$ cat src/rtl/fm_channel_effects_sequencer_macros.svh
// assertion macros for the channel effects sequencer
`ifndef FM_CHANNEL_EFFECTS_SEQUENCER_MACROS_SVH
`define FM_CHANNEL_EFFECTS_SEQUENCER_MACROS_SVH
`ifndef SYNTH
`define FCES_ASSERT(label, clk, rst_n, prop) \
  label: assert property (@(posedge clk) disable iff (!rst_n) prop) \
    else $error("assertion failed");
`define FCES_ASSERT_RST(label, clk, prop) \
  label: assert property (@(posedge clk) prop) else $error("assertion failed");
`else
`define FCES_ASSERT(label, clk, rst_n, prop)
`define FCES_ASSERT_RST(label, clk, prop)
`endif
`endif

$ cat src/rtl/fces_pkg.sv
package fces_pkg;

  typedef enum logic [3:0] {
    ACT_TICK      = 4'd0,
    ACT_KEY_OFF   = 4'd1,
    ACT_RETRIG    = 4'd2,
    ACT_KEY_ON    = 4'd3,
    ACT_CAR_ATTEN = 4'd4,
    ACT_MOD_ATTEN = 4'd5,
    ACT_PITCH     = 4'd6,
    ACT_VIBRATO   = 4'd7,
    ACT_SLIDE_UP  = 4'd8,
    ACT_SLIDE_DN  = 4'd9,
    ACT_OP_WRITE  = 4'd10,
    ACT_FEEDBACK  = 4'd11
  } action_e;

  typedef enum logic [2:0] {
    ST_IDLE,
    ST_READ,
    ST_EXEC,
    ST_EMIT,
    ST_NEXT
  } state_e;

  typedef struct packed {
    logic [3:0]        action;
    logic [3:0]        channel;
    logic [7:0]        data;
    logic signed [7:0] pitch_delta;
    logic [3:0]        vib_depth;
    logic [3:0]        vib_rate;
    logic [3:0]        step_delay;
    logic              is_carrier;
    logic [7:0]        reg_base;
  } in_item_t;

  typedef struct packed {
    logic [7:0] reg_addr;
    logic [7:0] reg_data;
    logic       last;
  } out_item_t;

  // one channel's state word
  typedef struct packed {
    logic [15:0]       fnum;
    logic signed [7:0] slide_step;
    logic signed [5:0] vib_position;
    logic [3:0]        vib_amplitude;
    logic [3:0]        vib_multiplier;
    logic              vib_falling;
    logic [7:0]        carrier_atten;
    logic [1:0]        atten_step;
    logic [4:0]        atten_countdown;
    logic [4:0]        atten_reload;
  } chan_state_t;

  localparam int unsigned StateW = $bits(chan_state_t);
  localparam int unsigned MaxWr = 5;

  typedef struct packed {
    logic [7:0] addr;
    logic [7:0] data;
  } wr_t;

  typedef struct packed {
    logic [2:0]            count;
    wr_t [MaxWr-1:0]       wr;
  } wr_list_t;

  localparam logic [7:0] RegFreqLo   = 8'hA0;
  localparam logic [7:0] RegFreqHi   = 8'hB0;
  localparam logic [7:0] RegFeedback = 8'hC0;
  localparam logic [7:0] RegLevel    = 8'h40;
  localparam logic [15:0] KeyOnBit   = 16'h2000;

  function automatic logic [15:0] note_lookup(input logic [4:0] idx);
    logic [15:0] v;
    case (idx)
      5'd1:  v = 16'h0158;
      5'd2:  v = 16'h0182;
      5'd3:  v = 16'h01B0;
      5'd4:  v = 16'h01CC;
      5'd5:  v = 16'h0203;
      5'd6:  v = 16'h0241;
      5'd7:  v = 16'h0286;
      5'd9:  v = 16'h016A;
      5'd10: v = 16'h0196;
      5'd11: v = 16'h01C7;
      5'd12: v = 16'h01E4;
      5'd13: v = 16'h021E;
      5'd14: v = 16'h025F;
      5'd15: v = 16'h02A8;
      5'd17: v = 16'h0147;
      5'd18: v = 16'h016E;
      5'd19: v = 16'h019A;
      5'd20: v = 16'h01B5;
      5'd21: v = 16'h01E9;
      5'd22: v = 16'h0224;
      5'd23: v = 16'h0266;
      default: v = 16'h0000;
    endcase
    return v;
  endfunction

  function automatic logic [15:0] expand_note(input logic [7:0] b);
    return note_lookup(b[4:0]) + {3'b000, b[7:5], 10'd0};
  endfunction

  function automatic logic [7:0] op_offset(input logic [3:0] ch, input logic car);
    logic [7:0] m;
    case (ch)
      4'd0: m = 8'h00;
      4'd1: m = 8'h01;
      4'd2: m = 8'h02;
      4'd3: m = 8'h08;
      4'd4: m = 8'h09;
      4'd5: m = 8'h0A;
      4'd6: m = 8'h10;
      4'd7: m = 8'h11;
      4'd8: m = 8'h12;
      default: m = 8'h00;
    endcase
    return car ? m + 8'h03 : m;
  endfunction

endpackage

$ cat src/rtl/fces_ram.sv
module fces_ram #(
  parameter int unsigned Width = 8,
  parameter int unsigned Depth = 16
) (
  input  logic                                         clk_i,
  input  logic                                         we_i,
  input  logic [((Depth > 1) ? $clog2(Depth) : 1)-1:0] waddr_i,
  input  logic [Width-1:0]                             wdata_i,
  input  logic [((Depth > 1) ? $clog2(Depth) : 1)-1:0] raddr_i,
  output logic [Width-1:0]                             rdata_o
);

  logic [Width-1:0] mem_q [Depth];
  logic [Width-1:0] rdata_q;

  always_ff @(posedge clk_i) begin
    if (we_i) begin
      mem_q[waddr_i] <= wdata_i;
    end
    rdata_q <= mem_q[raddr_i];
  end

  assign rdata_o = rdata_q;

endmodule

$ cat src/rtl/fces_exec.sv
module fces_exec (
  input  fces_pkg::in_item_t    item_i,
  input  logic [3:0]            ch_i,
  input  fces_pkg::chan_state_t st_i,
  output fces_pkg::chan_state_t st_o,
  output fces_pkg::wr_list_t    wr_o
);
  import fces_pkg::*;

  logic [15:0]       w;
  logic [15:0]       vw;
  logic signed [6:0] pos;
  logic signed [5:0] pnew;
  logic signed [9:0] d;
  logic              fall;
  logic [4:0]        cd;
  logic signed [9:0] cur;
  logic [7:0]        cur8;
  logic [2:0]        n;

  always_comb begin
    st_o = st_i;
    wr_o = '0;
    n = '0;
    w = '0;
    vw = '0;
    pos = '0;
    pnew = '0;
    d = '0;
    fall = st_i.vib_falling;
    cd = '0;
    cur = '0;
    cur8 = '0;
    case (action_e'(item_i.action))
      ACT_TICK: begin
        if (st_i.slide_step != 8'sd0) begin
          w = st_i.fnum + {{8{st_i.slide_step[7]}}, st_i.slide_step};
          st_o.fnum = w;
          wr_o.wr[0] = '{RegFreqLo + {4'd0, ch_i}, w[7:0]};
          wr_o.wr[1] = '{RegFreqHi + {4'd0, ch_i}, w[15:8]};
          n = 3'd2;
        end else if (st_i.vib_multiplier != 4'd0 && (st_i.fnum & KeyOnBit) != 16'd0) begin
          if ($signed({st_i.vib_position[5], st_i.vib_position})
              >= $signed({3'b000, st_i.vib_amplitude}))
            fall = 1'b1;
          else if (st_i.vib_position <= 6'sd0)
            fall = 1'b0;
          pos = {st_i.vib_position[5], st_i.vib_position} + (fall ? -7'sd1 : 7'sd1);
          pnew = pos[5:0];
          st_o.vib_falling = fall;
          st_o.vib_position = pnew;
          d = ({{4{pnew[5]}}, pnew} - $signed({7'd0, st_i.vib_amplitude[3:1]}))
              * $signed({6'd0, st_i.vib_multiplier});
          vw = st_i.fnum + {{6{d[9]}}, d};
          wr_o.wr[0] = '{RegFreqLo + {4'd0, ch_i}, vw[7:0]};
          wr_o.wr[1] = '{RegFreqHi + {4'd0, ch_i}, vw[15:8]};
          n = 3'd2;
        end
        if (st_i.atten_step != 2'd0) begin
          cd = st_i.atten_countdown - 5'd1;
          st_o.atten_countdown = cd;
          if (cd == 5'd0) begin
            st_o.atten_countdown = st_i.atten_reload;
            cur = $signed({2'b00, st_i.carrier_atten})
                  + (st_i.atten_step == 2'd1 ? 10'sd1 : -10'sd1);
            if (cur > 10'sd63) begin
              cur = 10'sd63;
              st_o.atten_step = 2'd0;
            end else if (cur < 10'sd0) begin
              cur = 10'sd0;
              st_o.atten_step = 2'd0;
            end
            cur8 = cur[7:0];
            st_o.carrier_atten = cur8;
            wr_o.wr[n] = '{RegLevel + op_offset(ch_i, 1'b1), cur8};
            n = n + 3'd1;
          end
        end
      end
      ACT_KEY_OFF, ACT_KEY_ON: begin
        w = expand_note(item_i.data);
        if (item_i.action == ACT_KEY_ON) w = w | KeyOnBit;
        st_o.fnum = w;
        wr_o.wr[0] = '{RegFreqLo + {4'd0, ch_i}, w[7:0]};
        wr_o.wr[1] = '{RegFreqHi + {4'd0, ch_i}, w[15:8]};
        n = 3'd2;
      end
      ACT_RETRIG: begin
        w = expand_note(item_i.data);
        st_o.vib_falling = 1'b0;
        st_o.vib_position = '0;
        st_o.fnum = w | KeyOnBit;
        wr_o.wr[0] = '{RegFreqLo + {4'd0, ch_i}, w[7:0]};
        wr_o.wr[1] = '{RegFreqHi + {4'd0, ch_i}, w[15:8]};
        wr_o.wr[2] = '{RegFreqLo + {4'd0, ch_i}, w[7:0]};
        wr_o.wr[3] = '{RegFreqHi + {4'd0, ch_i}, w[15:8] | 8'h20};
        n = 3'd4;
      end
      ACT_CAR_ATTEN: begin
        st_o.atten_step = 2'd0;
        st_o.carrier_atten = item_i.data;
        wr_o.wr[0] = '{RegLevel + op_offset(ch_i, 1'b1), item_i.data};
        n = 3'd1;
      end
      ACT_MOD_ATTEN: begin
        wr_o.wr[0] = '{RegLevel + op_offset(ch_i, 1'b0), item_i.data};
        n = 3'd1;
      end
      ACT_PITCH: st_o.slide_step = item_i.pitch_delta;
      ACT_VIBRATO: begin
        st_o.vib_amplitude = item_i.vib_depth;
        st_o.vib_multiplier = item_i.vib_rate;
      end
      ACT_SLIDE_UP, ACT_SLIDE_DN: begin
        st_o.atten_step = (item_i.action == ACT_SLIDE_UP) ? 2'd1 : 2'd3;
        st_o.atten_countdown = {1'b0, item_i.step_delay} + 5'd1;
        st_o.atten_reload = {1'b0, item_i.step_delay} + 5'd1;
      end
      ACT_OP_WRITE: begin
        wr_o.wr[0] = '{item_i.reg_base + op_offset(ch_i, item_i.is_carrier), item_i.data};
        n = 3'd1;
      end
      ACT_FEEDBACK: begin
        wr_o.wr[0] = '{RegFeedback + {4'd0, ch_i}, item_i.data};
        n = 3'd1;
      end
      default: ;
    endcase
    wr_o.count = n;
  end

endmodule

$ cat src/rtl/fm_channel_effects_sequencer.sv
// Channel effects sequencer: per-channel state sits in one synchronous RAM
// entry per channel. A command passes through a read step, an execute step,
// one emit step per register write and a closing step before idle; a command
// that is ignored is dropped without leaving idle. A tick walks the channels
// one after another through the same read-modify-write path, ST_READ to
// ST_NEXT for each channel, and returns to idle after the last channel.
// Each write waits in a holding register so that the final write of an item
// carries last; results may be held back by out_stall_i without loss, which
// adds cycles. Reset does not clear the RAM itself; entries are zeroed by a
// sweep over all entries after reset, during which no item is taken.
module fm_channel_effects_sequencer #(
  parameter int unsigned NUM_CHANNELS = 9
) (
  input  logic                clk_i,
  input  logic                rst_ni,
  input  logic                in_valid_i,
  output logic                in_stall_o,
  input  fces_pkg::in_item_t  in_data_i,
  output logic                out_valid_o,
  input  logic                out_stall_i,
  output fces_pkg::out_item_t out_data_o
);
  import fces_pkg::*;

  localparam int unsigned AddrW = (NUM_CHANNELS > 1) ? $clog2(NUM_CHANNELS) : 1;
  localparam logic [3:0] LastCh = 4'(NUM_CHANNELS - 1);

  state_e      state_q, state_d;
  in_item_t    item_q;
  logic [3:0]  ch_q, ch_d;
  logic        clr_q;
  logic [3:0]  clr_ch_q;
  chan_state_t st_rd, st_new;
  wr_list_t    wl, wl_q;
  logic [2:0]  idx_q, idx_d;
  logic        we;
  logic [AddrW-1:0] waddr, raddr;
  chan_state_t wdata;
  logic        accept;
  logic        out_valid_q;
  out_item_t   out_q;
  logic        last_ch;
  logic        out_free;
  logic        emit_go;
  logic        flush_go;
  logic        pend_valid_q;
  wr_t         pend_q;

  fces_ram #(.Width(StateW), .Depth(NUM_CHANNELS)) u_ram (
    .clk_i   (clk_i),
    .we_i    (we),
    .waddr_i (waddr),
    .wdata_i (wdata),
    .raddr_i (raddr),
    .rdata_o (st_rd)
  );

  fces_exec u_exec (
    .item_i (item_q),
    .ch_i   (ch_q),
    .st_i   (st_rd),
    .st_o   (st_new),
    .wr_o   (wl)
  );

  assign in_stall_o = clr_q || (state_q != ST_IDLE);
  assign accept = in_valid_i && !in_stall_o;
  assign last_ch = (item_q.action != ACT_TICK) || (ch_q == LastCh);

  assign out_free = !out_valid_q || !out_stall_i;
  assign emit_go  = !pend_valid_q || out_free;
  assign flush_go = (state_q == ST_NEXT) && last_ch && pend_valid_q && out_free;

  assign raddr = AddrW'(ch_q);
  assign we    = clr_q || (state_q == ST_EXEC);
  assign waddr = clr_q ? AddrW'(clr_ch_q) : AddrW'(ch_q);
  assign wdata = clr_q ? '0 : st_new;

  always_comb begin
    state_d = state_q;
    case (state_q)
      ST_IDLE: begin
        if (accept) begin
          if (in_data_i.action == ACT_TICK)
            state_d = ST_READ;
          else if (in_data_i.channel < 4'(NUM_CHANNELS) && in_data_i.action <= ACT_FEEDBACK)
            state_d = ST_READ;
        end
      end
      ST_READ: state_d = ST_EXEC;
      ST_EXEC: state_d = (wl.count != 3'd0) ? ST_EMIT : ST_NEXT;
      ST_EMIT: begin
        if (emit_go)
          state_d = (idx_q + 3'd1 == wl_q.count) ? ST_NEXT : ST_EMIT;
      end
      ST_NEXT: begin
        if (!last_ch)
          state_d = ST_READ;
        else if (!pend_valid_q || out_free)
          state_d = ST_IDLE;
      end
      default: state_d = ST_IDLE;
    endcase
  end

  always_comb begin
    ch_d = ch_q;
    idx_d = idx_q;
    if (state_q == ST_IDLE && accept)
      ch_d = (in_data_i.action == ACT_TICK) ? 4'd0 : in_data_i.channel;
    if (state_q == ST_NEXT && !last_ch)
      ch_d = ch_q + 4'd1;
    if (state_q == ST_EXEC)
      idx_d = '0;
    if (state_q == ST_EMIT && emit_go)
      idx_d = idx_q + 3'd1;
  end

  always_ff @(posedge clk_i or negedge rst_ni) begin
    if (!rst_ni) begin
      state_q      <= ST_IDLE;
      ch_q         <= '0;
      idx_q        <= '0;
      clr_q        <= 1'b1;
      clr_ch_q     <= '0;
      out_valid_q  <= 1'b0;
      pend_valid_q <= 1'b0;
    end else begin
      state_q <= state_d;
      ch_q    <= ch_d;
      idx_q   <= idx_d;
      if (clr_q) begin
        clr_ch_q <= clr_ch_q + 4'd1;
        if (clr_ch_q == LastCh) clr_q <= 1'b0;
      end
      if (state_q == ST_EMIT && emit_go)
        pend_valid_q <= 1'b1;
      else if (flush_go)
        pend_valid_q <= 1'b0;
      if ((state_q == ST_EMIT && emit_go && pend_valid_q) || flush_go)
        out_valid_q <= 1'b1;
      else if (!out_stall_i)
        out_valid_q <= 1'b0;
    end
  end

  always_ff @(posedge clk_i) begin
    if (state_q == ST_IDLE && accept) item_q <= in_data_i;
    if (state_q == ST_EXEC) wl_q <= wl;
    if (state_q == ST_EMIT && emit_go) begin
      pend_q <= wl_q.wr[idx_q];
      if (pend_valid_q) begin
        out_q.reg_addr <= pend_q.addr;
        out_q.reg_data <= pend_q.data;
        out_q.last     <= 1'b0;
      end
    end
    if (flush_go) begin
      // held write is the final one of the item
      out_q.reg_addr <= pend_q.addr;
      out_q.reg_data <= pend_q.data;
      out_q.last     <= 1'b1;
    end
  end

  assign out_valid_o = out_valid_q;
  assign out_data_o  = out_q;

  `include "fm_channel_effects_sequencer_macros.svh"

  `FCES_ASSERT(a_no_accept_busy, clk_i, rst_ni, (state_q != ST_IDLE) |-> !accept)
  `FCES_ASSERT(a_hold_out, clk_i, rst_ni, (out_valid_o && out_stall_i) |=> out_valid_o)
  `FCES_ASSERT(a_emit_in_range, clk_i, rst_ni, (state_q == ST_EMIT) |-> (idx_q < wl_q.count))
  `FCES_ASSERT(a_idle_flushed, clk_i, rst_ni, (state_q == ST_IDLE) |-> !pend_valid_q)
  `FCES_ASSERT_RST(a_clear_idle, clk_i, (rst_ni && clr_q) |-> (state_q == ST_IDLE))

endmodule

$ cat config.mk
export PLATFORM = sky130hd
export DESIGN_NAME = fm_channel_effects_sequencer
export DESIGN_NICKNAME = d
export VERILOG_FILES = /design/src/rtl/fces_pkg.sv /design/src/rtl/fces_ram.sv /design/src/rtl/fces_exec.sv /design/src/rtl/fm_channel_effects_sequencer.sv
export VERILOG_INCLUDE_DIRS = /design/src /design/src/rtl
export SDC_FILE = /design/constraint.sdc
export NUM_CORES = 1
export LEC_CHECK = 0
export BUFFER_PORTS_ARGS = -buffer_cell sky130_fd_sc_hd__buf_2
export CAP_MARGIN = 20
export CORE_MARGIN = 1
export CORE_UTILIZATION = 60
export CTS_CLUSTER_SIZE = 25
export DETAILED_ROUTE_END_ITERATION = 10
export GPL_TIMING_DRIVEN = 0
export PLACE_DENSITY = 0.85
export REMOVE_ABC_BUFFERS = 1
export SETUP_SLACK_MARGIN = 0.3
export SYNTH_ARGS = -nofsm -noshare
export SYNTH_HDL_FRONTEND = slang
export SYNTH_HIERARCHICAL = 1
export SYNTH_SLANG_ARGS = --single-unit
$ cat constraint.sdc
create_clock -name clk_i -period 19.12 [get_ports clk_i]
set_input_delay 2.868 -clock clk_i [delete_from_list [all_inputs] [get_ports clk_i]]
set_output_delay 2.868 -clock clk_i [all_outputs]
set_load 0.005 [all_outputs]
==> results.json <==
{
  "insertion_delay_ns": 0.64,
  "grt_pass1_wl_um": 128000,
  "die_w_um": 242.7,
  "fp.dieH_um": 242.7,
  "rsz0062_at_grt": "no",
  "crit_path_end_kind": "register",
  "h-tree-depth": 3,
  "critPathArrivalTime_ns": 9.36,
  "period_share": 0.4699,
  "critPathMaxStageDelay_ns": 0.79,
  "crit_path_top_delay_cell": "o41ai_1",
  "clk_pin_slew_ns": 0.06,
  "cts_inserted_buffers": 76,
  "slew_headroom": 0.2690,
  "core_area_sq_um": 56820,
  "stdcell_count": 3355,
  "cp_top_family": "adder cells",
  "start_kind": "register",
  "cts-root-buf": "clkbuf_16",
  "drt_wl_total_um": 84370,
  "gr-usage-all-layers": 0.2865,
  "final_hold_viol_count": 0,
  "crit_fanout": 7,
  "tritoncts": "built",
  "dp.cells": 3215,
  "most-common-layout-cells": "edfxtp_1, nand2_1, mux2_2",
  "status": "finished clean",
  "wl_per_cell_um": 25.15,
  "grt_max_degree": 71,
  "min_period_ns": 8.984,
  "layout_commonest_cell": "edfxtp_1",
  "grt_overflow": 0,
  "postCtsHoldBufs": 0,
  "setup_tns_ns": 0,
  "setup_viol": 0,
  "yosysWarnings": 6,
  "syn_area_per_cell_sq_um": 14.15,
  "clockBufferDepth": 3,
  "hold_path_class": "reg2reg",
  "globalplace.congestion": 0.9462,
  "drive_gt1_frac": 0.1781,
  "area_delta_synth_final_pct": 12.10,
  "clock_sinks": 764,
  "mappedNetlistArea_sq_um": 34750,
  "drt-initial-drc-count": 2407,
  "crit_type": "reg2reg",
  "fin_skew_ns": 0.02162,
  "diodes": 0,
  "place_worst_setup_slack_ns": 10.50,
  "critPathRequiredTime_ns": 19.50,
  "num_vias": 21710,
  "firstDrtPassIters": 6,
  "antenna_found_initial": 0,
  "initial_utilization": 0.6116,
  "antenna_left": 0,
  "cap_violations": 0,
  "setup_slack_ns": 10.14,
  "synthCells": 2456,
  "multiInputGateArea_sq_um": 11540,
  "fillCellCount": 3607,
  "fmax_ghz": 0.1113,
  "crit_buf_inv": 5,
  "post-cts-setup-buffers": 0,
  "timing.hold.ws_ns": 0.4405,
  "first_global_vias": 22200,
  "die-area_sq_um": 58890,
  "via_per_inst": 6.472,
  "drc_errors": 0,
  "placement.io_buffers": 67,
  "finalMaxSlewViolations": 0,
  "fin_nets": 2694,
  "hpwl_um": 54330,
  "cts-resized-gates": 0,
  "worst_pin_slew_ns": 1.092,
  "io_pins": 68,
  "seq_area_sq_um": 22270,
  "core.rowCount": 87
}
==> registers in the layout, indices dropped and copies added, names as in the netlist <==
register,flops
u_ram/rdata_o,59
pend_q,16
wl_q,83
out_data_o,17
out_valid_o,1
item_q,41
clr_q,1
idx_q,3
ch_q,4
state_q,3
u_ram/mem_q,531
clr_ch_q,4
pend_valid_q,1
==> final cells by class <==
class                      instances  share of cell area
timing repair buffer             126             0.03636
clock inverter                    32            0.008671
multi-input combinational       1476              0.2963
clock buffer                     108             0.05373
inverter                          93            0.009025
tap                              756             0.02428
sequential                       764              0.5716
==> worst paths after layout <==
kind	from	slack (ns)	cells after the start	endpoint
min in group asynchronous	rst_ni	2.16	1	out_valid_o
min	u_ram/mem_q[8][22]	0.44	2	u_ram/rdata_o[22]
max	u_ram/rdata_o[29]	10.14	31	wl_q[22]
max in group asynchronous	rst_ni	16.63	1	ch_q[0]
max reg2reg	u_ram/rdata_o[29]	10.14	31	wl_q[22]
min reg2reg	u_ram/mem_q[8][22]	0.44	2	u_ram/rdata_o[22]
==> worst min-delay path: stages (launching register included) <==
cell,delay (ns)
edfxtp_1,0.31
nand2_1,0.05
o31ai_1,0.05
==> stage by stage <==
stage                     area, sq um    util
final                           38960  0.6856
after global routing            38960  0.6856
after CTS                       38960  0.6856
after detailed placement        36530  0.6428
after global placement          35340  0.6219
after floorplan                 34060       -
==> routing by layer <==
metal	track usage	wire length [um]
met5	0	0
met2	0.4799	41800
met1	0.3648	32340
met3	0.05153	6828
met4	0.1315	3400
Power is not shown: default switching activity piles up to over one toggle a cycle in this logic, so the estimate is an artifact.
